`config.mk`:
```
export PLATFORM = sky130hd
export DESIGN_NAME = llp_rq
export DESIGN_NICKNAME = d
export VERILOG_FILES = /design/src/rtl/core/llp_pkg.sv /design/src/rtl/core/llp_rq.sv
export SDC_FILE = /design/constraint.sdc
export NUM_CORES = 1
export LEC_CHECK = 0
export BUFFER_PORTS_ARGS = -buffer_cell sky130_fd_sc_hd__buf_2
export CORE_MARGIN = 8
export CORE_UTILIZATION = 51
export DETAILED_ROUTE_END_ITERATION = 12
export GPL_ROUTABILITY_DRIVEN = 1
export GPL_TIMING_DRIVEN = 0
export PLACE_DENSITY = 0.72
export SYNTH_ARGS = -nofsm -noshare
export SYNTH_HDL_FRONTEND = slang
export SYNTH_SLANG_ARGS = --single-unit
```
`constraint.sdc`:
```
create_clock -name clk -period 2.9 [get_ports clk]
set_input_delay 0.58 -clock clk [delete_from_list [all_inputs] [get_ports clk]]
set_output_delay 0.58 -clock clk [all_outputs]
set_load 0.1 [all_outputs]
```
`src/rtl/core/llp_pkg.sv`:
```
// ----------------------------------------------------------------------------
// llp_pkg: shared types and constants of the LL(1) parse engine
// Sizes of the stores, payload structs, command and result codes.
// ----------------------------------------------------------------------------
package llp_pkg;

  localparam int STACK_DEPTH     = 32;
  localparam int PRODUCTIONS     = 64;
  localparam int RHS_MAX         = 16;
  localparam int TERMINALS       = 32;
  localparam int NONTERMINALS    = 32;
  localparam int EXPANSION_LIMIT = 63;

  localparam int SP_W      = $clog2(STACK_DEPTH + 1);
  localparam int OVF_W     = SP_W + 1;
  localparam int STK_AW    = $clog2(STACK_DEPTH);
  localparam int TBL_DEPTH = NONTERMINALS * TERMINALS;
  localparam int TBL_AW    = $clog2(TBL_DEPTH);
  localparam int CLR_W     = TBL_AW + 1;
  localparam int RHS_DEPTH = PRODUCTIONS * RHS_MAX;
  localparam int RHS_AW    = $clog2(RHS_DEPTH);
  localparam int PROD_AW   = $clog2(PRODUCTIONS);
  localparam int EXP_W     = 6;
  localparam int CNT_W     = 7;

  // Register indexes on the configuration port
  localparam logic [1:0] CFG_END_MARKER = 2'd0;
  localparam logic [1:0] CFG_TERM_COUNT = 2'd1;
  localparam logic [1:0] CFG_NONT_COUNT = 2'd2;

  // Input kinds
  localparam logic [2:0] KIND_START = 3'd0;
  localparam logic [2:0] KIND_TABLE = 3'd1;
  localparam logic [2:0] KIND_SYM   = 3'd2;
  localparam logic [2:0] KIND_LEN   = 3'd3;
  localparam logic [2:0] KIND_TOKEN = 3'd4;

  // Result actions
  localparam logic [1:0] ACT_MATCH  = 2'd0;
  localparam logic [1:0] ACT_EXPAND = 2'd1;
  localparam logic [1:0] ACT_ACCEPT = 2'd2;
  localparam logic [1:0] ACT_ERROR  = 2'd3;

  // Error codes
  localparam logic [2:0] ERR_NONE     = 3'd0;
  localparam logic [2:0] ERR_MISMATCH = 3'd1;
  localparam logic [2:0] ERR_BAD_TOK  = 3'd2;
  localparam logic [2:0] ERR_NO_RULE  = 3'd3;
  localparam logic [2:0] ERR_BAD_SYM  = 3'd4;
  localparam logic [2:0] ERR_EMPTY    = 3'd5;
  localparam logic [2:0] ERR_OVERFLOW = 3'd6;
  localparam logic [2:0] ERR_LIMIT    = 3'd7;

  typedef struct packed {
    logic [2:0] kind;
    logic [4:0] row_nonterminal;
    logic [4:0] token;
    logic [5:0] production;
    logic       entry_valid;
    logic [3:0] position;
    logic [5:0] rhs_symbol;
    logic [4:0] rhs_length;
  } item_t;

  typedef struct packed {
    logic [1:0] action;
    logic [5:0] stack_symbol;
    logic [5:0] used_production;
    logic [2:0] error_code;
    logic       last;
  } result_t;

  typedef enum logic [2:0] {
    OP_START = 3'd0,
    OP_TABLE = 3'd1,
    OP_SYM   = 3'd2,
    OP_LEN   = 3'd3,
    OP_TOKEN = 3'd4
  } op_t;

  typedef struct packed {
    op_t   op;
    item_t f;
  } cmd_t;

  // Status of the back end seen by the front end and the top level
  typedef struct packed {
    logic            clearing;
    logic            running;
    logic [SP_W-1:0] sp;
  } status_t;

endpackage

```
`src/rtl/core/llp_rq.sv`:
```
// ----------------------------------------------------------------------------
// llp_rq: result queue
// Four-entry queue between the parse sequencer and the result port.
// ----------------------------------------------------------------------------
module llp_rq (
  input  logic              clk,
  input  logic              rst,
  input  logic              wr,
  input  llp_pkg::result_t  wdata,
  output logic              rq_full,
  output logic              empty,
  input  logic              pop,
  output llp_pkg::result_t  result
);
  import llp_pkg::*;

  result_t    q [4];
  logic [1:0] head;
  logic [1:0] tail;
  logic [2:0] count;
  logic       rd;

  assign rq_full = (count == 3'd4);
  assign empty   = (count == 3'd0);
  assign rd      = pop && !empty;
  assign result  = q[head];

  // Store results
  always_ff @(posedge clk) begin
    if (wr) begin
      q[tail] <= wdata;
    end
  end

  // Advance pointers
  always_ff @(posedge clk) begin
    if (rst) begin
      head  <= '0;
      tail  <= '0;
      count <= '0;
    end else begin
      if (wr) tail <= tail + 2'd1;
      if (rd) head <= head + 2'd1;
      count <= count + {2'b0, wr} - {2'b0, rd};
    end
  end

endmodule

```
### Word level (Yosys, flattened, before mapping)

Memory sizes are Yosys's and may differ from the RTL's. A register that Yosys moved wholly into a read port is not among the register bits.
Index checks and enable logic that the tools add are counted.

| storage, ports and cells | value |
|---|---|
| RAM bits | 72 |
| output and inout port bits | 20 |
| bits in registers | 7 |
| input bits | 22 |
| logic and storage cells | 16 |
| memories kept | 1 |

Memory list:

| name | depth | bits a word | rd ports | clocked after memory_dff | write ports | RTL line | RTL |
|---|---|---|---|---|---|---|---|
| q | 4 | 18 | 1 | 1 | 1 | llp_rq.sv:17 | `result_t q [4];` |

| cells by class | value |
|---|---|
| eq/ne operators | 1 |
| $add $sub $neg | 4 |
| mux-type cells | 4 |
| reduce and logical (&&, ||, !) cells | 3 |

Operator list:

| cell | number |
|---|---|
| adder 2 x 1 -> 2 bit, second input constant | 2 |
| two-way mux 2 bit | 2 |
| adder 3 x 1 -> 3 bit | 1 |
| equality test 3 bit, second input constant | 1 |
| zero test 3 bit | 1 |
| subtractor 3 x 1 -> 3 bit | 1 |
| two-way mux 1 bit | 2 |
| logical AND 1 bit | 1 |
| zero test 1 bit | 1 |

### Longest topological paths before layout

Gate-level depths: netlist of run 1.

| logic depth | value |
|---|---|
| depth in word-level cells | 5 |
| depth in mapped cells | 8 |
| gate-level depth less buffers | 8 |

### Worst setup path before layout of run 1

Ideal clock, no wire load.

| timing | value |
|---|---|
| kind | register to output |
| start point | register count[2] |
| end point | output rq_full |
| path buffers | 0 |
| required time | 2.320 ns |
| cell stages (with the launch flop) | 2 |
| arrival | 2.607 ns |
| path slack | -0.287 ns |
| cell sequence | dfxtp_1 nor3b_1 |

| on the way | value |
|---|---|
| cells in the longest elaborated chain, start to end | 1 |

RTL lines:

| element | RTL line | RTL |
|---|---|---|
| start, declared | llp_rq.sv:20 | `logic [2:0] count;` |
| start signal, assigned | llp_rq.sv:44 | `count <= count + {2'b0, wr} - {2'b0, rd};` |
| equality test 3 bit | llp_rq.sv:23 | `assign rq_full = (count == 3'd4);` |
| end, declared | llp_rq.sv:10 | `output logic rq_full,` |

No other way between the ends.

==> out/metrics.cfg, run 1 <==
[placed_design]
gp_congestion = 0.719
portBuffers = 40
hpwl_um = 3500

[clock_network]
hold_buffers = 0
numCtsBuffers = 9
cts.reportedPaths.clkPinSlew_ns = 0.08
ctsRootBufferMaster = clkbuf_8
clock_sinks = 81
worstSkewPairLatency_ns = 0.34
cts_tree = yes
cts.repair.resized = 0
cts_buffer_depth = 2
post-cts-setup-buffers = 0
h-tree-depth = 3

[worst_setup_path]
path_class = reg -> out
critPathArrivalTime_ns = 1.86
timing.rr.end = count[2]
r2r_cells = 8
start_kind = flip-flop
r2r_slack_ns = 0.84
r2r-start = count[1]
end_kind = output port
crit_required_ns = 2.32
cp_max_fo = 10

[floorplan]
fp.dieH_um = 94.1
die_area_um2 = 8850
ios = 42
die_w_um = 94.1
core_um2 = 5920
start_util_pct = 52.5
rows = 28

[sta]
hold_viol = 0
setup_violations = 0
worst_pin_slew_ns = 0.956
period_needed_ns = 2.44
post-route-period-util_pct = 84.1
fin_tns_setup_ns = 0
final.setup_skew_ns = 0.00780
max-slew-margin-rel_pct = 36.2
rsz0062_at_grt = false
fmax_mhz = 410
maxSlewViolCount = 0

[detailed_routing]
drtPass1Iterations = 4
drt-total-wl_um = 5100
viasPerCell = 5.29
drc = 0
vias = 1429
wl_per_cell_um = 18.9
ant_nets = 0
drtIter0Drc = 82

[cells_and_area]
area_growth_pct = 15.8
final_cell_mix = 72 x edfxtp_1, 42 x buf_2, 10 x mux4_2
final_common_cell = edfxtp_1
fillers = 428
layout-drive-gt1-share_pct = 36.9
nets = 219
seq_area_um2 = 2340
diodes = 0
multi_input_area_um2 = 712

[synthesis]
syn_area_per_cell_um2 = 22.4
syn_area_um2 = 3110
yosysUniqueCellTypes = 22
ys_ff_latch = 81
synth_top_area_cell = edfxtp_1
synthCells = 139
synth_seq_area_share_pct = 75.4
synth.area.top_cells = edfxtp_1 70%, mux4_2 7.2%, mux4_1 6.8%, dfxtp_1 5.8%, ha_1 2.4%
yosysWarnings = 0
netlist.area_leader.share_pct = 69.6
synth_fp_nets = 168

[grt]
gr-total-overflow = 0
first_global_vias = 1632
grt_first_pass_wirelength_um = 7980
grt_max_degree = 19
gr-usage-all-layers_pct = 12.4
antenna_found_initial = 0

[worst_hold_path]
hp-class = in -> reg
hold_end = q[3][16]
hold_start = wdata[16]
hold_depth = 1

[outcome]
status = completed

[pwr]
switching_power_uw = 1340
switching_share_pct = 39.4
leakagePower_uw = 0.00128
p_per_area_nw_per_um2 = 947
pwr-share-clk_pct = 22.4
power_uw = 3410
pwr-share-comb_pct = 36.5
p_seq_share_pct = 41.1
vdd.ir_drop.worst_uv = 727
p_int_uw = 2060

[run]
cap_violations = 0

-- per-stage QoR --
| stage | hold WS (ns) | worst slack [ns] | utilization [%] | instances | area, µm² |
|---|---|---|---|---|---|
| CTS | 0.437 | 0.408 | 60.8 | 270 | 3600 |
| global route | 0.437 | 0.369 | 60.8 | 270 | 3600 |
| detailed placement | 0.574 | 0.733 | 57.6 | 254 | 3410 |
| finish | 0.454 | 0.461 | 60.8 | 270 | 3600 |
| floorplan | 0.514 | 0.698 | - | 139 | 3120 |
| global placement | 0.529 | 0.828 | 57.6 | 254 | 3410 |
-- state kept, by name, summed over array words and instances, names as in the netlist, named ones only --
register	cells
q	72
count	3
head	2
tail	2
-- cell usage after synthesis, drive strengths merged --
cell and count:
nor3b 1, clkbuf 1, mux4 18, o31a 1
nor3 1, mux2i 1, edfxtp 72, dfxtp 9
nor2b 3, xnor3 1, nor2 6, o311ai 1
mux2 3, buf 4, xnor2 1, inv 5
fa 1, and2 4, ha 6
-- layout make-up --
| class | count | area share (%) |
|---|---|---|
| flip-flops and latches | 81 | 65.1 |
| multi-input cells | 48 | 19.8 |
| repair buffers | 40 | 5.56 |
| clock buffers | 10 | 3.55 |
| well taps | 75 | 2.61 |
| clock inverters | 6 | 1.63 |
| plain buffers | 5 | 1.25 |
| inverters | 5 | 0.522 |
-- critical path: stages, from the launching register on --
cell and delay (ns):
dfxtp_1 0.31, buf_2 0.21, buf_2 0.31, mux4_2 0.25, buf_2 0.43
-- kinds of logic after synthesis --
kind of cell / share of synthesized area [%]
AO/OA/AOI/OAI: 0.564
XOR/XNOR: 1.01
adder cells (fa/ha/maj): 3.06
buffers and inverters: 2.05
flip-flops: 75.4
multiplexers: 15.4
AND/OR/NAND/NOR: 2.54
-- power by group through the flow --
stage / sequential, µW / clock, µW / combinational, µW
CTS: 1400 / 779 / 1270
finish: 1400 / 763 / 1240
global placement: 1420 / 0 / 1230
detailed placement: 1430 / 0 / 1260
floorplan: 1420 / 0 / 1080
global route: 1410 / 823 / 1300
-- how the worst max path moves through the flow --
stage,slack (ns),end,depth (start not counted),start
6_report,0.46,result[4],4,flip-flop
5_1_grt,0.37,result[4],4,flip-flop
4_1_cts,0.41,result[4],4,flip-flop
3_5_place_dp,0.73,count[2],9,pop
3_3_place_gp,0.83,result[4],4,flip-flop
2_1_floorplan,0.70,rq_full,1,count[2]
-- metal layers --
metal / track usage, % / part of all wire (%)
met4: 6.74 / 2.0
met5: 0 / 0
met2: 23.2 / 57
met3: 4.24 / 6.2
met1: 11.5 / 35
Power figures use the tool's default switching activity.
==> run 2: changes to the inputs <==
--- a/config.mk
+++ b/config.mk
@@ -11,7 +11,7 @@
 export DETAILED_ROUTE_END_ITERATION = 12
 export GPL_ROUTABILITY_DRIVEN = 1
 export GPL_TIMING_DRIVEN = 0
-export PLACE_DENSITY = 0.72
+export PLACE_DENSITY = 0.75
 export SYNTH_ARGS = -nofsm -noshare
 export SYNTH_HDL_FRONTEND = slang
 export SYNTH_SLANG_ARGS = --single-unit
==> constraint.sdc (replaced) <==
create_clock -name clk -period 2.2 [get_ports clk]
set_input_delay 0.44 -clock clk [delete_from_list [all_inputs] [get_ports clk]]
set_output_delay 0.44 -clock clk [all_outputs]
set_load 0.1 [all_outputs]
==> run 2 against run 1 <==
  * Critical path type unchanged
  * First-iteration DRC count fell by 21%
  * Sequential share of layout area fell by 1.4 points
  * Clock power rose by 17%
  * Worst hold slack got worse by 0.14 ns
  * Sequential power rose by 32%
  * Largest cell class unchanged
  * Clock skew fell by 0.0043 ns
  * Critical path depth fell by 1
  * Combinational power rose by 43%
  * Largest power group unchanged
  * Highest routed layer unchanged
==> out/metrics.cfg, run 2 (synthesis results as in run 1) <==
[detailed_routing]
wl_per_cell_um = 18.9
drc = 0
viasPerCell = 5.33
drtPass1Iterations = 4
ant_nets = 0
drtIter0Drc = 65
vias = 1451
drt-total-wl_um = 5150

[pwr]
leakagePower_uw = 0.00131
switching_power_uw = 1790
switching_share_pct = 39.8
p_int_uw = 2710
p_per_area_nw_per_um2 = 1230
pwr-share-comb_pct = 39.2
power_uw = 4510
p_seq_share_pct = 41.1
pwr-share-clk_pct = 19.7
vdd.ir_drop.worst_uv = 1090

[clock_network]
post-cts-setup-buffers = 0
h-tree-depth = 3
clock_sinks = 81
cts_tree = yes
ctsRootBufferMaster = clkbuf_8
numCtsBuffers = 9
cts.reportedPaths.clkPinSlew_ns = 0.08
worstSkewPairLatency_ns = 0.33
cts_buffer_depth = 2

[cells_and_area]
final_cell_mix = 72 x edfxtp_1, 28 x buf_2, 10 x buf_6, 10 x mux4_2
nets = 220
fillers = 411
layout-drive-gt1-share_pct = 38.3
area_growth_pct = 18.3
largest-register = q
top_regs = q (72), count (3)
largest_register_ffs = 72
final_common_cell = edfxtp_1

[worst_setup_path]
r2r_cells = 8
end_kind = output port
crit_required_ns = 1.76
cp_max_fo = 10
critPathArrivalTime_ns = 1.72
timing.rr.end = count[2]
r2r-start = count[1]
r2r_slack_ns = 0.18
path_class = reg -> out
endpoint = result[1]
start_kind = flip-flop

[worst_hold_path]
hold_start = wdata[6]
hp-class = in -> reg

[floorplan]
fp.dieH_um = 94.1
die_w_um = 94.1
core_um2 = 5920
rows = 28
ios = 42
start_util_pct = 52.5
die_area_um2 = 8850

[placed_design]
gp_congestion = 0.662
portBuffers = 40
hpwl_um = 3360

[sta]
period_needed_ns = 2.16
final.setup_skew_ns = 0.00352
setup_violations = 0
maxSlewViolCount = 0
hold_viol = 0
fmax_mhz = 464
whs_ns = 0.316
worst_pin_slew_ns = 0.964
post-route-period-util_pct = 98.0
rsz0062_at_grt = true
max-slew-margin-rel_pct = 35.7

[outcome]
status = completed

[grt]
grt_first_pass_wirelength_um = 7840
antenna_found_initial = 0
gr-total-overflow = 0
gr-usage-all-layers_pct = 12.1
grt_max_degree = 19
first_global_vias = 1614

[run]
cap_violations = 0

[run 2: repair_timing]
action,CTS,global route
hold endpoints to repair,0,0
gates cloned,0,1
resized for setup,15,12
hold buffers,0,0
endpoints found under the setup margin,10,10
pin swaps,0,0
[run 2: metal layers]
metal  share of wire, %  vias up  global-route usage [%]  routed length (µm)
li1                   -      675                       -                   -
met1                 40      736                    12.5                2090
met2                 53       31                    21.2                2720
met3                5.2        9                    3.52                 267
met4                1.5        0                    7.53                  78
met5                  0        -                       0                   0
[run 2: area by class of cell]
class	instances	area (µm²)	share of cell area, %
tap	75	93.8	2.55
clock inverter	7	37.5	1.02
antenna	1	2.50	0.0681
buffer	5	47.5	1.29
timing repair buffer	41	299	8.13
multi-input combinational	48	712	19.4
clock buffer	9	124	3.37
inverter	5	18.8	0.510
sequential	81	2340	63.7
[run 2: power groups by stage]
stage	registers (µW)	logic, µW	clock network (µW)
3_5_place_dp	1890	1640	0
4_1_cts	1850	1700	914
5_1_grt	1860	1840	959
6_report	1850	1770	890
2_1_floorplan	1870	1420	0
3_3_place_gp	1870	1620	0
[run 2: worst min path at each step]
stage               depth (start not counted)      end  slack [ns]
detailed placement                          2  tail[0]        0.57
global route                                1  q[2][0]        0.31
floorplan                                   2  tail[1]        0.51
global placement                            2  tail[1]        0.53
finish                                      1  q[2][6]        0.32
CTS                                         1  q[2][6]        0.30
[run 2: through the flow]
step / setup TNS, ns / worst slack, ns / area (µm²) / utilization, % / instances
floorplan: 0 / 0.138 / 3120 / - / 139
global placement: 0 / 0.262 / 3410 / 57.6 / 254
detailed placement: 0 / 0.195 / 3410 / 57.6 / 254
CTS: 0 / 0.00196 / 3620 / 61.1 / 270
global route: -0.0684 / -0.0152 / 3670 / 62.1 / 271
finish: 0 / 0.0430 / 3680 / 62.1 / 272
[run 2: critical path: stages, from the launching register on]
cell	delay, ns
dfxtp_1	0.33
buf_6	0.17
mux4_1	0.57
buf_2	0.31
==> run 3: changes to the inputs <==
--- a/config.mk
+++ b/config.mk
@@ -11,7 +11,7 @@
 export DETAILED_ROUTE_END_ITERATION = 12
 export GPL_ROUTABILITY_DRIVEN = 1
 export GPL_TIMING_DRIVEN = 0
-export PLACE_DENSITY = 0.75
+export PLACE_DENSITY_LB_ADDON = 0.1
 export SYNTH_ARGS = -nofsm -noshare
 export SYNTH_HDL_FRONTEND = slang
 export SYNTH_SLANG_ARGS = --single-unit
==> run 3 against run 2 <==
  * Final cell count is 0.74% lower
  * Sequential share of layout area decreased by 0.99 points
  * Highest routed layer unchanged
  * Critical endpoint is now result[17]
  * Via count increased by 1.7%
  * Core utilization is 1.0 points higher
  * Routed wire length grew 3.1%
  * Critical path depth is the same
  * Combinational power rose by 2%
  * Power up 5.2%
  * Die area did not move
  * Critical path type unchanged
  * Flip-flop and latch count unchanged
  * Sequential power barely moved
==> out/metrics.cfg, run 3 (synthesis results as in run 1) <==
[grt]
grt_max_degree = 19
grt_first_pass_wirelength_um = 8180
grt_use_met1_pct = 14.6
first_global_vias = 1588
antenna_found_initial = 0
top_usage_layer = met2
gr-total-overflow = 0
gr-usage-all-layers_pct = 12.7
grtUsageMet3_pct = 3.68
met2_usage_pct = 20.9

[worst_setup_path]
end_kind = output port
start_kind = flip-flop
cpMaxStageDelayCell = mux4_1
cp_max_fo = 4
path_class = reg -> out
critPathArrivalTime_ns = 1.71
crit_family = multiplexers
max_stage_delay_ns = 0.58
crit_path_cell_trace = buf_2, mux4_1, buf_4
crit_required_ns = 1.76
crit_buf_inv = 2

[floorplan]
ios = 42
core_um2 = 5920
fp.dieH_um = 94.1
rows = 28
start_util_pct = 52.5
die_area_um2 = 8850
die_w_um = 94.1

[sta]
max-slew-margin-rel_pct = 31.5
fin_tns_setup_ns = 0
hold_viol = 0
whs_ns = 0.320
worst_pin_slew_ns = 1.03
setup_violations = 0
post-route-period-util_pct = 97.9
period_needed_ns = 2.15
final.setup_skew_ns = 0.00798
maxSlewViolCount = 0
rsz0062_at_grt = true
fmax_mhz = 464

[cells_and_area]
final_cell_mix = 72 x edfxtp_1, 24 x buf_2, 10 x mux4_2
layout-drive-gt1-share_pct = 37.9
top_regs = q (72), count (3)
area_growth_pct = 20.2
final_area_um2 = 3740
nets = 221
final_core_util_pct = 63.1
largest-register = q
largest_register_ffs = 72
diodes = 0
final_common_cell = edfxtp_1

[clock_network]
ctsRootBufferMaster = clkbuf_8
worstSkewPairLatency_ns = 0.34
cts_tree = yes
post-cts-setup-buffers = 0
numCtsBuffers = 9
clock_sinks = 81
cts.reportedPaths.clkPinSlew_ns = 0.07
h-tree-depth = 3
cts_buffer_depth = 2

[detailed_routing]
drtIter0Drc = 36
drc = 0
drt-total-wl_um = 5320
viasPerCell = 5.47
vias = 1476
ant_nets = 0
drtPass1Iterations = 4
wl_per_cell_um = 19.7

[pwr]
vdd.ir_drop.worst_uv = 884
leakagePower_uw = 0.00134
p_per_area_nw_per_um2 = 1270

[placed_design]
place_area_um2 = 3410
hpwl_um = 3350
gp_congestion = 0.702
portBuffers = 40

[outcome]
status = completed

[worst_hold_path]
hp-class = in -> reg

[run]
cap_violations = 0

run 3: final timing paths:
check / to / slack [ns] / from / cells after the start
max: result[17] / 0.05 / flip-flop / 3
min: q[2][2] / 0.32 / wdata[2] / 1
max reg2reg: count[2] / 0.19 / count[1] / 8
min reg2reg: tail[0] / 0.58 / tail[0] / 2
run 3: final cells by class:
type	instances	area, µm²
plain buffers	5	51.3
inverters	5	18.8
flip-flops and latches	81	2340
multi-input cells	48	712
repair buffers	42	322
well taps	75	93.8
clock inverters	5	72.6
fillers	441	2180
clock buffers	9	124
run 3: what timing repair did:
action / 4_1_cts / 5_1_grt
endpoints found under the setup margin: 10 / 16
gates cloned: 0 / 2
resized for setup: 20 / 19
hold buffers: 0 / 0
run 3: stage by stage:
step,worst slack (ns),instances,total power [µW]
3_3_place_gp,0.239,254,3490
6_report,0.0467,270,4740
3_5_place_dp,0.185,254,3530
2_1_floorplan,0.138,139,3290
5_1_grt,-0.00571,270,4910
4_1_cts,0.000488,268,4690
run 3: routing by layer:
layer	vias up	part of all wire (%)	wire length (µm)
li1	668	-	-
met1	764	41	2170
met2	34	52	2750
met3	10	5.4	287
met4	0	2.0	105
met5	-	0	0
run 3: power by group:
part,internal (µW),total (µW),switching [µW]
Clock,617,1080,464
Sequential,1790,1850,64.1
Combinational,562,1810,1250
