File: src/rtl/core/llp_pkg.sv
// ----------------------------------------------------------------------------
// llp_pkg: shared types and constants of the LL(1) parse engine
// Sizes of the stores, payload structs, command and result codes.
// ----------------------------------------------------------------------------
package llp_pkg;

  localparam int STACK_DEPTH     = 32;
  localparam int PRODUCTIONS     = 64;
  localparam int RHS_MAX         = 16;
  localparam int TERMINALS       = 32;
  localparam int NONTERMINALS    = 32;
  localparam int EXPANSION_LIMIT = 63;

  localparam int SP_W      = $clog2(STACK_DEPTH + 1);
  localparam int OVF_W     = SP_W + 1;
  localparam int STK_AW    = $clog2(STACK_DEPTH);
  localparam int TBL_DEPTH = NONTERMINALS * TERMINALS;
  localparam int TBL_AW    = $clog2(TBL_DEPTH);
  localparam int CLR_W     = TBL_AW + 1;
  localparam int RHS_DEPTH = PRODUCTIONS * RHS_MAX;
  localparam int RHS_AW    = $clog2(RHS_DEPTH);
  localparam int PROD_AW   = $clog2(PRODUCTIONS);
  localparam int EXP_W     = 6;
  localparam int CNT_W     = 7;

  // Register indexes on the configuration port
  localparam logic [1:0] CFG_END_MARKER = 2'd0;
  localparam logic [1:0] CFG_TERM_COUNT = 2'd1;
  localparam logic [1:0] CFG_NONT_COUNT = 2'd2;

  // Input kinds
  localparam logic [2:0] KIND_START = 3'd0;
  localparam logic [2:0] KIND_TABLE = 3'd1;
  localparam logic [2:0] KIND_SYM   = 3'd2;
  localparam logic [2:0] KIND_LEN   = 3'd3;
  localparam logic [2:0] KIND_TOKEN = 3'd4;

  // Result actions
  localparam logic [1:0] ACT_MATCH  = 2'd0;
  localparam logic [1:0] ACT_EXPAND = 2'd1;
  localparam logic [1:0] ACT_ACCEPT = 2'd2;
  localparam logic [1:0] ACT_ERROR  = 2'd3;

  // Error codes
  localparam logic [2:0] ERR_NONE     = 3'd0;
  localparam logic [2:0] ERR_MISMATCH = 3'd1;
  localparam logic [2:0] ERR_BAD_TOK  = 3'd2;
  localparam logic [2:0] ERR_NO_RULE  = 3'd3;
  localparam logic [2:0] ERR_BAD_SYM  = 3'd4;
  localparam logic [2:0] ERR_EMPTY    = 3'd5;
  localparam logic [2:0] ERR_OVERFLOW = 3'd6;
  localparam logic [2:0] ERR_LIMIT    = 3'd7;

  typedef struct packed {
    logic [2:0] kind;
    logic [4:0] row_nonterminal;
    logic [4:0] token;
    logic [5:0] production;
    logic       entry_valid;
    logic [3:0] position;
    logic [5:0] rhs_symbol;
    logic [4:0] rhs_length;
  } item_t;

  typedef struct packed {
    logic [1:0] action;
    logic [5:0] stack_symbol;
    logic [5:0] used_production;
    logic [2:0] error_code;
    logic       last;
  } result_t;

  typedef enum logic [2:0] {
    OP_START = 3'd0,
    OP_TABLE = 3'd1,
    OP_SYM   = 3'd2,
    OP_LEN   = 3'd3,
    OP_TOKEN = 3'd4
  } op_t;

  typedef struct packed {
    op_t   op;
    item_t f;
  } cmd_t;

  // Status of the back end seen by the front end and the top level
  typedef struct packed {
    logic            clearing;
    logic            running;
    logic [SP_W-1:0] sp;
  } status_t;

endpackage

File: src/rtl/core/llp_front.sv
// ----------------------------------------------------------------------------
// llp_front: item intake
// Accepts items, drops unknown kinds, decodes the rest into commands and
// queues them for the back end.
// ----------------------------------------------------------------------------
module llp_front (
  input  logic            clk,
  input  logic            rst,
  input  logic            push,
  output logic            full,
  input  llp_pkg::item_t  item,
  input  llp_pkg::status_t st,
  output logic            cmd_valid,
  output llp_pkg::cmd_t   cmd,
  input  logic            cmd_pop
);
  import llp_pkg::*;

  cmd_t       q [2];
  logic       head;
  logic       tail;
  logic [1:0] count;
  logic       take;
  logic       keep;
  op_t        op;

  // Classify the incoming beat
  always_comb begin
    keep = 1'b1;
    op   = OP_START;
    case (item.kind)
      KIND_START: op = OP_START;
      KIND_TABLE: op = OP_TABLE;
      KIND_SYM:   op = OP_SYM;
      KIND_LEN:   op = OP_LEN;
      KIND_TOKEN: op = OP_TOKEN;
      default:    keep = 1'b0;
    endcase
  end

  assign full      = (count == 2'd2) || st.clearing;
  assign take      = push && !full;
  assign cmd_valid = (count != 2'd0);
  assign cmd       = q[head];

  // Store decoded commands
  always_ff @(posedge clk) begin
    if (take && keep) begin
      q[tail] <= '{op: op, f: item};
    end
  end

  // Advance queue pointers
  always_ff @(posedge clk) begin
    if (rst) begin
      head  <= 1'b0;
      tail  <= 1'b0;
      count <= 2'd0;
    end else begin
      if (take && keep) tail <= ~tail;
      if (cmd_pop)      head <= ~head;
      count <= count + {1'b0, take && keep} - {1'b0, cmd_pop};
    end
  end

endmodule

File: config.mk
export PLATFORM = sky130hd
export DESIGN_NAME = llp_front
export DESIGN_NICKNAME = d
export VERILOG_FILES = /design/src/rtl/core/llp_pkg.sv /design/src/rtl/core/llp_front.sv
export SDC_FILE = /design/constraint.sdc
export NUM_CORES = 1
export LEC_CHECK = 0
export BUFFER_PORTS_ARGS = -buffer_cell sky130_fd_sc_hd__buf_2
export CAP_MARGIN = 20
export CORE_MARGIN = 5
export CORE_UTILIZATION = 55
export CTS_CLUSTER_DIAMETER = 200
export DETAILED_ROUTE_END_ITERATION = 10
export GPL_TIMING_DRIVEN = 0
export PLACE_DENSITY = 0.84
export SETUP_SLACK_MARGIN = 0.1
export SYNTH_ARGS = -nofsm -noshare
export SYNTH_HDL_FRONTEND = slang
export SYNTH_SLANG_ARGS = --single-unit
File: constraint.sdc
create_clock -name clk -period 6.4 [get_ports clk]
set_clock_uncertainty 0.15 [all_clocks]
set_input_delay 0.64 -clock clk [delete_from_list [all_inputs] [get_ports clk]]
set_output_delay 0.64 -clock clk [all_outputs]
set_load 0.02 [all_outputs]
Word-level counts from Yosys, hierarchy flattened
Memories as Yosys holds them, arrays and structs flattened. A register that Yosys moved wholly into a read port is not among the register bits.
Index checks and enable logic that the tools add are counted.
Widths: inputs -> output; s select.

storage, ports and cells
  flip-flop bits (word level) = 4
  bits in writable memories = 76
  bits of input ports = 47
  output and inout bits = 40
  word-level logic and storage cells = 26
  memories = 1

operators by class
  add/sub/neg operators = 2
  eq/ne operators = 5
  muxes and demuxes = 6
  bitwise gates (word level) = 2
  reductions and logical operators = 7

memory list
  name  depth  bits a word  read ports  clocked after memory_dff  write ports  RTL line         source
  q     2      38           1           1                         1            llp_front.sv:19  cmd_t q [2];

operator list
  operator            count
  $pmux 3 s4          1
  $eq 3x2->1 const B  2
  $mux 1              5
  $reduce_or 5->1     1
  $eq 3x1->1 const B  1
  $eq 3x3->1 const B  1
  $logic_not 3->1     1
  $add 2x1->2         1
  $eq 2x2->1 const B  1
  $logic_and 1x1->1   2
  $not 1->1           2
  $reduce_bool 2->1   1
  $sub 2x1->2         1
  $logic_not 1->1     1
  $logic_or 1x1->1    1

Depth between registers and ports, before layout
Gate-level depths: netlist of run 1.

  word-level depth = 7
  mapped depth = 8
  gate-level depth less buffers = 8

Worst setup path before layout of run 1
No wires, ideal clock.

  path type = input -> register
  start point = input item[33] (netlist bit)
  end point = memory q[0][0] (netlist bit) (enable)
  arrival time = 2.561 ns
  path slack = 3.255 ns
  stages on the path = 3
  cell sequence = o21ai_2 -> nand4b_4 -> nor2_1

between the ends
  longest elaborated chain between the ends = 6
  elaborated cells on any way between the ends = 10

RTL lines
  item                                  RTL line         source
  from (decl)                           llp_front.sv:11  input llp_pkg::item_t item,
  $eq 3x3->1 (tied with other cells)    llp_front.sv:31  case (item.kind)
  $reduce_or 5->1 (no source line) (*)  --
  $mux 1 (*)                            llp_front.sv:31
  $logic_and 1x1->1 (*)                 llp_front.sv:48  if (take && keep) begin
  $mux 1 (*)                            llp_front.sv:48
  $mux 1 (implied by the code) (*)      llp_front.sv:49  q[tail] <= '{op: op, f: item};
  to (decl)                             llp_front.sv:19

Mark *: on every way between the ends. The rest lies on a longest branch, timed or not.

==> summary.txt, run 1 <==
Synthesis
  – #FFs+latches synth: 81
  – Multiplexer share of the synthesized area: roughly 15%
  – Top_reg_cell synth: edfxtp_1
  – Top cell type's share of synthesized area: 75.4%
  – Fraction of registers with async set/reset: 0%
  – Netlist cell types: 18
  – Cells after Synth: 147
  – Synth Area in Simple Gates: 3.14%
  – Post-synthesis net count: 196
  – Synth top cells by count: edfxtp_1 (76), mux2_2 (37), nor2_1 (7)
  – Sequential area share after synthesis: 78.7%
  – Synthesized area per cell: 20.6 sq um
  – Compound-Gate Fraction of Synth Area: 0.289%
  – EDFF count, synth: 76
  – Synth warnings: 0
  – Largest area contributor in the netlist: edfxtp_1
  – Largest family of logic cells by synthesized area: multiplexers
  – Post-Synth XOR/XNOR Area: 0.868%
  – Synth Cell Area: about 3000 sq um
  – Adder-cell share of the synthesized area: 0.827%
  – Top-count cell post-synth: edfxtp_1
  – Synth area leaders: edfxtp_1 (75%), mux2_2 (14%), dfxtp_1 (3.3%)

Setup path
  – Critical Path Source Type: register
  – R2r setup slk: 4.51 ns
  – Worst Path Required: 5.61 ns
  – R2r worst-path depth: 4
  – CP arrival: 1.52 ns
  – Kind of critical path: register to output pin
  – Worst flop-to-flop path endpoint: q[1][25]
  – RR Startpoint: count[0]
  – Crit end category: output pin
  – CP max FO: 10

Hold path
  – Hold Crit Start: item[27]
  – Worst Hold Class: input port to register
  – Worst Hold End: q[1][27]
  – Worst hold path stage count: 1

Finish
  – Ant diodes: 0
  – Synthesis-to-layout area growth: 25.3%
  – Share of layout cells above drive strength 1: 57.8%
  – Fin util: 69.7%
  – Final #Nets: 288

Routing
  – DR WL/cell: 15.5 um
  – Number of DRC markers in iteration 0: 64
  – Routed vias: roughly 1,600
  – Routed Antenna Nets: 0
  – DR vias/cell: between 4 and 5
  – Drt pass-1 iters: 4
  – Number of remaining DRC errors: 0
  – Final WL: 4.90 mm

STA
  – Worst-margin pin slew: 0.565 ns
  – Crit path time final: between 2 and 2.5 ns
  – Setup tns final: 0 ns
  – Unrepaired setup endpoints after global routing: no
  – Max-slew violation count: 0
  – Final period util: 36.1%
  – Final hold viol count: 0
  – Fmax: around 430 MHz
  – Hold WS: 0.338 ns
  – Rel. slew slack: 62.2%
  – Final WS setup: 4.09 ns
  – Final Setup Violations: 0

Clocking
  – CTS Hold Buffers Added: 0
  – # Post-CTS Setup Buffers: 0
  – Post-CTS sizing: 0
  – H-tree depth: 3
  – Worst-path clk slew: 0.08 ns
  – Max Buffers Root-to-Sink: 2
  – Clk sinks: 81
  – Skew-Pair Late Insertion Delay: about 0.33 ns
  – Clock buffer count from CTS: 9
  – CTS tree: yes
  – Clock Tree Root: clkbuf_8

Power
  – NetSw: 0.000255 W
  – Clock Power Share: 33.8%
  – Int Power: 0.000883 W
  – PwrDens: 300 nW/um^2
  – Switch share: 22.4%
  – PnR Total Power: 0.00114 W
  – Seq pwr share: 53.5%
  – Gate power share: around 13%
  – LEAKAGE: ~1.4 nW
  – Peak VDD IR: 171 uV

GRT
  – GRT overflow: 0
  – Total global-route track usage: between 10% and 20%
  – Initial antenna violation count: 0
  – First-pass GRT wire length: 8.06 mm
  – Largest net degree at the start of global routing: 24
  – Vias in the first global route: 1,652

Floorplan
  – Placeable Area: 5440 sq um
  – Vert. Die Dim: about 84 um
  – Row count: 27
  – Area of the die: approximately 7100 sq um
  – Initial Utilization: a little under three fifths
  – I/O pin cnt: 87
  – DIE WIDTH: 84.2 um

Place
  – Final RePlAce weighted congestion: 0.684
  – Port bufs: 79
  – Dpl ws: slightly above 4 ns
  – HPWL Detailed: 3.41 mm

Status
  – Outcome: complete, no violations

Job
  – Max Cap Violations: 0
[worst max-delay path, stage by stage (launching register included)]
cell,delay (ns)
dfxtp_1,0.35
buf_6,0.16
buf_6,0.16
mux2_2,0.34
buf_2,0.16
[stage by stage]
step	instances	area, sq um
2_1_floorplan	147	3030
5_1_grt	316	3790
3_5_place_dp	300	3580
3_3_place_gp	298	3510
6_report	316	3790
4_1_cts	316	3790
[placed cells by master, fill, tap and decap left out]
cell        synthesis  routed
buf_16              0       2
buf_2               1      80
buf_6               3       3
bufinv_16           0       2
clkbuf_1            0       1
clkbuf_8            0       9
clkinv_1            0       2
clkinvlp_4          0       2
dfxtp_1             5       5
edfxtp_1           76      76
ha_1                2       2
inv_1               2       2
mux2_1              1       1
mux2_2             37      37
mux2_4              1       1
nand2b_1            2       2
nand4b_4            1       1
nor2_1              7       5
nor2_4              0       2
nor2b_1             3       3
nor3b_1             1       1
o21ai_2             1       1
or2_2               1       1
xnor2_1             2       2
xor2_1              1       1
[routing by layer]
metal | part of all wire [%] | GRT usage, %
met5 | 0 | 0
met4 | 1.6 | 4.82
met3 | 5.4 | 4.91
met2 | 52 | 25.5
met1 | 41 | 17.7
[power groups by stage]
stage	Sequential, W	Clock [W]	Combinational [W]
final	0.000608	0.000385	0.000145
after global routing	0.000610	0.000422	0.000157
after CTS	0.000609	0.000393	0.000147
after detailed placement	0.000620	0	0.000147
after global placement	0.000621	0	0.000139
after floorplan	0.000619	0	0.0000941
[final cells by class]
cell class | count | area, sq um
Sequential cell | 81 | 2380
Clock inverter | 6 | 82.6
Timing Repair Buffer | 81 | 450
Buffer | 4 | 38.8
Fill cell | 376 | 1650
Inverter | 2 | 7.51
Tap cell | 72 | 90.1
Clock buffer | 10 | 128
Multi-Input combinational cell | 60 | 613
[worst max-delay path by stage]
stage / start / endpoint
after floorplan: item[33] / q[0][0]
after global placement: item[33] / q[0][19]
after detailed placement: item[33] / q[0][4]
after CTS: register / cmd[34]
after global routing: register / cmd[22]
final: register / cmd[34]
[cell families after synthesis]
group,after synthesis
DFF,81
muxes,39
and+or+nand+nor,15
buffers and inverters,6
xor gates and xnor gates,3
adders and majority gates,2
AOI/OAI and AO/OA,1
[flip-flops by register name, indices dropped and copies added, names as in the netlist, named ones only]
register	cells
q	76
count	2
head	1
tail	1
(Power assumes the default switching activity.)
==> run 2: changes to the inputs <==
- CORE_UTILIZATION: 55 -> 46
- PLACE_DENSITY: 0.84 -> 0.75
- clock period: 6.4 -> 2.1 ns (I/O delays scaled with it)
==> summary.txt, run 2 (synthesized netlist as in run 1, its figures left out) <==
STA
  – Final Setup Violations: 0 (unchanged)
  – Unrepaired setup endpoints after global routing: no
  – Rel. slew slack: 84.0% (+22 points)
  – Crit path time final: 1.91 ns
  – Setup tns final: 0 ns (unchanged)
  – Final period util: 90.9%
  – Fmax: around 520 MHz
  – Final hold viol count: 0 (unchanged)
  – Worst-margin pin slew: 0.240 ns (-0.326 ns)
  – Max-slew violation count: 0 (unchanged)

Clocking
  – H-tree depth: 3 (unchanged)
  – Max Buffers Root-to-Sink: 2 (unchanged)
  – CTS tree: yes
  – Clock Tree Root: clkbuf_8
  – Clock buffer count from CTS: 9 (unchanged)
  – Skew-Pair Late Insertion Delay: 0.33 ns (about the same)
  – Worst-path clk slew: 0.07 ns (about the same)
  – Clk sinks: 81 (unchanged)

Routing
  – Routed vias: 1,736 (+11%)
  – DR vias/cell: 4.78 (-3.1%)
  – Drt pass-1 iters: 4 (unchanged)
  – Final WL: 5.67 mm (+16%)
  – Number of DRC markers in iteration 0: 67 (+4.7%)
  – Routed Antenna Nets: 0 (unchanged)
  – DR WL/cell: 15.6 um (+0.71%)
  – Number of remaining DRC errors: 0 (unchanged)

Power
  – LEAKAGE: 1.62 nW (+14%)
  – PwrDens: 863 nW/um^2 (+190%)
  – PnR Total Power: 0.00367 W (+220%)
  – Peak VDD IR: 531 uV (+210%)

Finish
  – Design area: 4260 sq um (+12%)
  – Ant diodes: 0 (unchanged)
  – Most frequent cells in the layout: buf_2 (80), edfxtp_1 (76), mux2_2 (37), dlygate4sd3_1 (37), clkbuf_8 (9)
  – Synthesis-to-layout area growth: 40.6%
  – FILL cells: 446 (+19%)
  – Fin util: 66.6% (-3.1 points)
  – Final #Nets: 330 (+15%)
  – Most common cell after layout, fill and taps aside: buf_2
  – Max reg flops: 76 (unchanged)
  – Largest Register: q
  – Biggest regs: q: 76 flops, count: 2 flops
  – Share of layout cells above drive strength 1: 51.4% (-6.4 points)
  – Register area: 2380 sq um (unchanged)
  – Area of the multi-input gates: 613 sq um (unchanged)

Place
  – Port bufs: 79 (unchanged)
  – HPWL Detailed: 3.41 mm (about the same)
  – Final RePlAce weighted congestion: 0.688 (+0.66%)
  – Post-DP Area: 3590 sq um (+0.17%)

Setup path
  – Critical-path cell list: buf_6 > buf_6 > mux2_2 > buf_2
  – CP max FO: 10 (unchanged)
  – Crit end category: output pin
  – Critical Path Source Type: register
  – Kind of critical path: register to output pin
  – Slowest stage delay, CP: 0.36 ns (about the same)
  – CP max-delay cell: mux2_2
  – Crit path top cell by count: buf_6
  – CP arrival: 1.55 ns (+0.03 ns)
  – Worst Path Required: 1.74 ns (-3.87 ns)

GRT
  – Vias in the first global route: 1,860 (+13%)
  – Initial antenna violation count: 0 (unchanged)
  – Largest net degree at the start of global routing: 21 (-13%)
  – Total global-route track usage: 14.1% (-0.75 points)
  – GRT overflow: 0 (unchanged)
  – First-pass GRT wire length: 9.07 mm (+12%)

Floorplan
  – Area of the die: 8300 sq um (+17%)
  – Initial Utilization: 47.4% (-8.3 points)
  – I/O pin cnt: 87 (unchanged)
  – Row count: 29 (+7.4%)
  – DIE WIDTH: 91.1 um (+8.2%)
  – Placeable Area: 6390 sq um (+17%)
  – Vert. Die Dim: 91.1 um (+8.2%)

Hold path
  – Worst Hold Class: input port to register

Job
  – Max Cap Violations: 0 (unchanged)

Status
  – Outcome: complete, no violations
==> run 2: cell count changes in the layout (fill, tap and decap cells not counted), sizes merged <==
cell and change:
dlygate4sd3 +37, clkinvlp -1, bufinv +1, buf +5
==> run 2: power breakdown <==
part           internal, W  total (W)  switching [W]
sequential         0.00183    0.00185      0.0000205
combinational     0.000252   0.000514       0.000262
clock             0.000784    0.00130       0.000519
==> run 2: layout make-up <==
class / count / share of cell area (%)
plain buffers: 4 / 0.911
clock buffers: 10 / 3.00
clock inverters: 6 / 2.50
inverters: 2 / 0.176
multi-input cells: 60 / 14.4
flip-flops and latches: 81 / 56.0
well taps: 77 / 2.26
repair buffers: 123 / 20.8
==> run 2: path summary, 6_finish.rpt <==
kind / start / endpoint / slack (ns) / cells past startpoint
max: register / cmd[29] / 0.19 / 4
min: item[32] / q[0][37] / 0.08 / 2
max reg2reg: count[0] / count[1] / 0.32 / 8
min reg2reg: head / head / 0.38 / 2
==> run 2: metrics by stage <==
| step | setup WS [ns] | hold slack (ns) | cells |
|---|---|---|---|
| 2_1_floorplan | -0.101 | 0.132 | 147 |
| 3_5_place_dp | 0.104 | 0.251 | 305 |
| 3_3_place_gp | -0.762 | 0.248 | 303 |
| 6_report | 0.190 | 0.0814 | 363 |
| 5_1_grt | 0.107 | 0.0793 | 363 |
| 4_1_cts | 0.152 | 0.0538 | 361 |
==> run 2: worst max-delay path, delay by kind of cell (launching register included) <==
family / cells / cell delay (ns)
buffers and inverters: 3 / 0.51
multiplexers: 1 / 0.36
flip-flops: 1 / 0.34
==> run 2: repair_timing <==
| action | CTS | global route |
|---|---|---|
| hold buffers | 37 | 0 |
| gates resized for setup | 0 | 0 |
| setup endpoints to repair | 11 | 1 |
| buffers inserted | 3 | 2 |
| hold endpoints to repair | 74 | 0 |
| pin swaps | 2 | 1 |
==> run 2: metal layers <==
metal	vias to the layer above	wire (um)	part of all wire, %	global-route usage (%)
li1	835	-	-	-
met1	837	2410	43	16.6
met2	54	2860	50	23.7
met3	10	281	5.0	3.72
met4	0	122	2.2	7.33
met5	-	0	0	0
==> run 3: changes to the inputs <==
- ABC_AREA: unset -> 1
- CORE_UTILIZATION: 46 -> 35
- PLACE_DENSITY: 0.75 -> unset
==> summary.txt, run 3 <==
Finish
  – Most common cell after layout, fill and taps aside: buf_2
  – Biggest regs: q: 76 flops, count: 2 flops
  – Ant diodes: 0 (unchanged)
  – Register area: 2380 sq um (about the same)
  – Synthesis-to-layout area growth: 39.3%
  – Max reg flops: 76 (unchanged)
  – Final non-filler cell total: 403 (+11%)
  – Largest Register: q
  – Area of the multi-input gates: 638 sq um (+4.1%)
  – Most frequent cells in the layout: buf_2 (80), edfxtp_1 (76), dlygate4sd3_1 (37)
  – Final #Nets: 339 (+2.7%)
  – Share of layout cells above drive strength 1: 49.2% (-2.2 points)
  – FILL cells: 759 (+70%)

Place
  – Placed insts: 346 (+13%)
  – Final RePlAce weighted congestion: 0.630 (-8.5%)
  – Port bufs: 79 (unchanged)
  – HPWL Detailed: 3.37 mm (-0.98%)

Synthesis
  – Post-Synth XOR/XNOR Area: 0.567% (-0.30 points)
  – Largest family of logic cells by synthesized area: multiplexers
  – Adder-cell share of the synthesized area: 0.810% (-0.017 points)
  – Largest area contributor in the netlist: edfxtp_1
  – Synth Area in Simple Gates: 2.35% (-0.79 points)
  – Top cell type's share of synthesized area: 73.8% (-1.6 points)
  – Synth Cell Area: 3090 sq um (+2.1%)
  – Fraction of registers with async set/reset: 0% (unchanged)
  – Synth warnings: 0 (unchanged)
  – Netlist cell types: 16 (-2)
  – Synth top cells by count: edfxtp_1 (76), mux2_4 (20), mux2_2 (18)
  – Synth area leaders: edfxtp_1 (74%), mux2_4 (9.7%), mux2_2 (6.6%)
  – EDFF count, synth: 76 (unchanged)
  – Top-count cell post-synth: edfxtp_1
  – Post-synthesis net count: 207 (+5.6%)
  – Cells after Synth: 158 (+7.5%)
  – Top_reg_cell synth: edfxtp_1
  – Sequential area share after synthesis: 77.1% (-1.6 points)
  – Synthesized area per cell: 19.6 sq um (-5.0%)
  – Multiplexer share of the synthesized area: 16.3% (+1.6 points)
  – Compound-Gate Fraction of Synth Area: 0.324% (+0.035 points)
  – #FFs+latches synth: 81 (unchanged)

Routing
  – Routed Antenna Nets: 0 (unchanged)
  – DR vias/cell: 4.32 (-9.7%)
  – Number of remaining DRC errors: 0 (unchanged)
  – DR WL/cell: 13.3 um (-15%)
  – Number of DRC markers in iteration 0: 34 (-49%)
  – Routed vias: 1,741 (+0.29%)
  – Drt pass-1 iters: 4 (unchanged)
  – Final WL: 5.37 mm (-5.3%)

STA
  – Final period util: 90.1% (-0.87 points)
  – Rel. slew slack: 82.6% (-1.4 points)
  – Crit path time final: 1.89 ns (-0.0183 ns)
  – Worst-margin pin slew: 0.259 ns (+0.0197 ns)
  – Fmax: 529 MHz (+0.97%)
  – Final Setup Violations: 0 (unchanged)
  – Setup tns final: 0 ns (unchanged)
  – Hold WS: 0.0556 ns (-0.0257 ns)
  – Max-slew violation count: 0 (unchanged)
  – Unrepaired setup endpoints after global routing: yes
  – Final hold viol count: 0 (unchanged)

Setup path
  – Kind of critical path: register to output pin
  – CP arrival: 1.53 ns (-0.02 ns)
  – Critical-path cell list: buf_6 > buf_6 > mux2_4 > buf_2
  – R2r worst-path depth: 11 (+3)
  – Critical Path Source Type: register
  – CP max FO: 10 (unchanged)
  – Crit end category: output pin
  – R2r setup slk: 0.25 ns (-0.07 ns)
  – Worst Path Required: 1.74 ns (about the same)
  – RR Startpoint: count[0]
  – Crit path top cell by count: buf_6
  – CP max-delay cell: dfxtp_1
  – Slowest stage delay, CP: 0.34 ns (-0.02 ns)
  – Crit path buffers/inverters: 3 (unchanged)
  – Top Family by Delay on Critical Path: buffers and inverters
  – Worst flop-to-flop path endpoint: count[1]

GRT
  – GRT overflow: 0 (unchanged)
  – Total global-route track usage: 10.6% (-3.5 points)
  – Vias in the first global route: 1,872 (+0.65%)
  – Initial antenna violation count: 0 (unchanged)
  – First-pass GRT wire length: 9.07 mm (unchanged)
  – Largest net degree at the start of global routing: 25 (+19%)

Clocking
  – Worst-path clk slew: 0.08 ns (about the same)
  – Clock buffer count from CTS: 9 (unchanged)
  – Clock Tree Root: clkbuf_8
  – Clk sinks: 81 (unchanged)
  – CTS tree: yes
  – H-tree depth: 3 (unchanged)
  – Max Buffers Root-to-Sink: 2 (unchanged)
  – Skew-Pair Late Insertion Delay: 0.34 ns (about the same)

Power
  – Seq pwr share: 52.2% (+1.7 points)
  – NetSw: 0.000788 W (-1.7%)
  – Peak VDD IR: 471 uV (-11%)
  – PwrDens: 818 nW/um^2 (-5.1%)
  – Clock Power Share: 34.0% (-1.5 points)
  – Int Power: 0.00274 W (-4.7%)
  – LEAKAGE: 1.67 nW (+3.6%)
  – Gate power share: 13.8% (-0.2 points)
  – Switch share: 22.4% (+0.53 points)

Hold path
  – Worst Hold Class: input port to register
  – Worst hold path stage count: 2 (unchanged)
  – Worst Hold End: q[0][36]
  – Hold Crit Start: item[34]

Floorplan
  – Vert. Die Dim: 104 um (+14%)
  – Placeable Area: 8680 sq um (+36%)
  – Row count: 34 (+17%)
  – DIE WIDTH: 104 um (+14%)
  – I/O pin cnt: 87 (unchanged)
  – Initial Utilization: 35.6% (-12 points)
  – Area of the die: 10,800 sq um (+30%)

Status
  – Outcome: complete, no violations

Job
  – Max Cap Violations: 0 (unchanged)
[run 3: changes by cell type after synthesis, moves of 2 or more]
cell	change
inv_1	+9
mux2_2	-19
mux2_4	+19
nand2_1	+4
nand2b_1	-2
nor2_1	+4
nor2b_1	-3
[run 3: cell families after synthesis]
logic type,after synthesis
AO/OA/AOI/OAI,2
XOR/XNOR,2
adder cells (fa/ha/maj),2
buffers and inverters,15
flip-flops,81
multiplexers,38
AND/OR/NAND/NOR,18
[run 3: area by class of cell]
class	instances	area share (%)
flip-flops and latches	81	55.4
clock buffers	11	3.05
repair inverters	1	0.174
well taps	108	3.14
clock inverters	5	1.86
plain buffers	4	0.901
inverters	11	1.05
multi-input cells	62	14.8
repair buffers	120	19.6
[run 3: worst register-to-register path: cells and delay by family, from the launching register on]
kind | cells | cell delay [ns]
adders and majority gates | 2 | 0.46
DFF | 1 | 0.35
and+or+nand+nor | 3 | 0.29
buffers and inverters | 3 | 0.18
xor gates and xnor gates | 1 | 0.18
AOI/OAI and AO/OA | 2 | 0.18
[run 3: how the worst max path moves through the flow]
stage              from       end  slack, ns  cells after the start
5_1_grt        count[0]  count[1]       0.08                     11
2_1_floorplan  count[0]   q[0][0]       0.26                      6
3_5_place_dp   item[34]  q[1][19]      -0.07                      6
6_report       register   cmd[24]       0.21                      4
4_1_cts        count[0]  count[1]       0.17                     11
3_3_place_gp   count[0]   q[0][0]      -0.20                      6
[run 3: power groups by stage]
stage | combinational, W | sequential, W | clock, W
floorplan | 0.000285 | 0.00187 | 0
global placement | 0.000422 | 0.00187 | 0
detailed placement | 0.000432 | 0.00188 | 0
CTS | 0.000493 | 0.00184 | 0.00124
global route | 0.000529 | 0.00184 | 0.00131
finish | 0.000486 | 0.00184 | 0.00120
[run 3: what timing repair did]
action,CTS,global route
hold endpoints to repair,74,0
resized for setup,1,3
cloned,1,0
hold buffers,37,0
pin swaps,1,1
endpoints found under the setup margin,62,39
buffers inserted,1,2
[run 3: metrics by stage]
stage | setup WS [ns] | cell area [sq um] | utilization (%) | total power (W)
final | 0.209 | 4310 | 49.6 | 0.00352
after CTS | 0.173 | 4260 | 49.1 | 0.00357
after floorplan | 0.256 | 3100 | - | 0.00216
after global routing | 0.0776 | 4310 | 49.6 | 0.00369
after global placement | -0.200 | 3630 | 41.9 | 0.00230
after detailed placement | -0.0734 | 3650 | 42.1 | 0.00231
[run 3: metal layers]
| metal | global-route usage, % | wire length (um) |
|---|---|---|
| met1 | 12.3 | 2310 |
| met2 | 17.5 | 2610 |
| met3 | 4.90 | 392 |
| met4 | 3.33 | 61 |
| met5 | 0 | 0 |
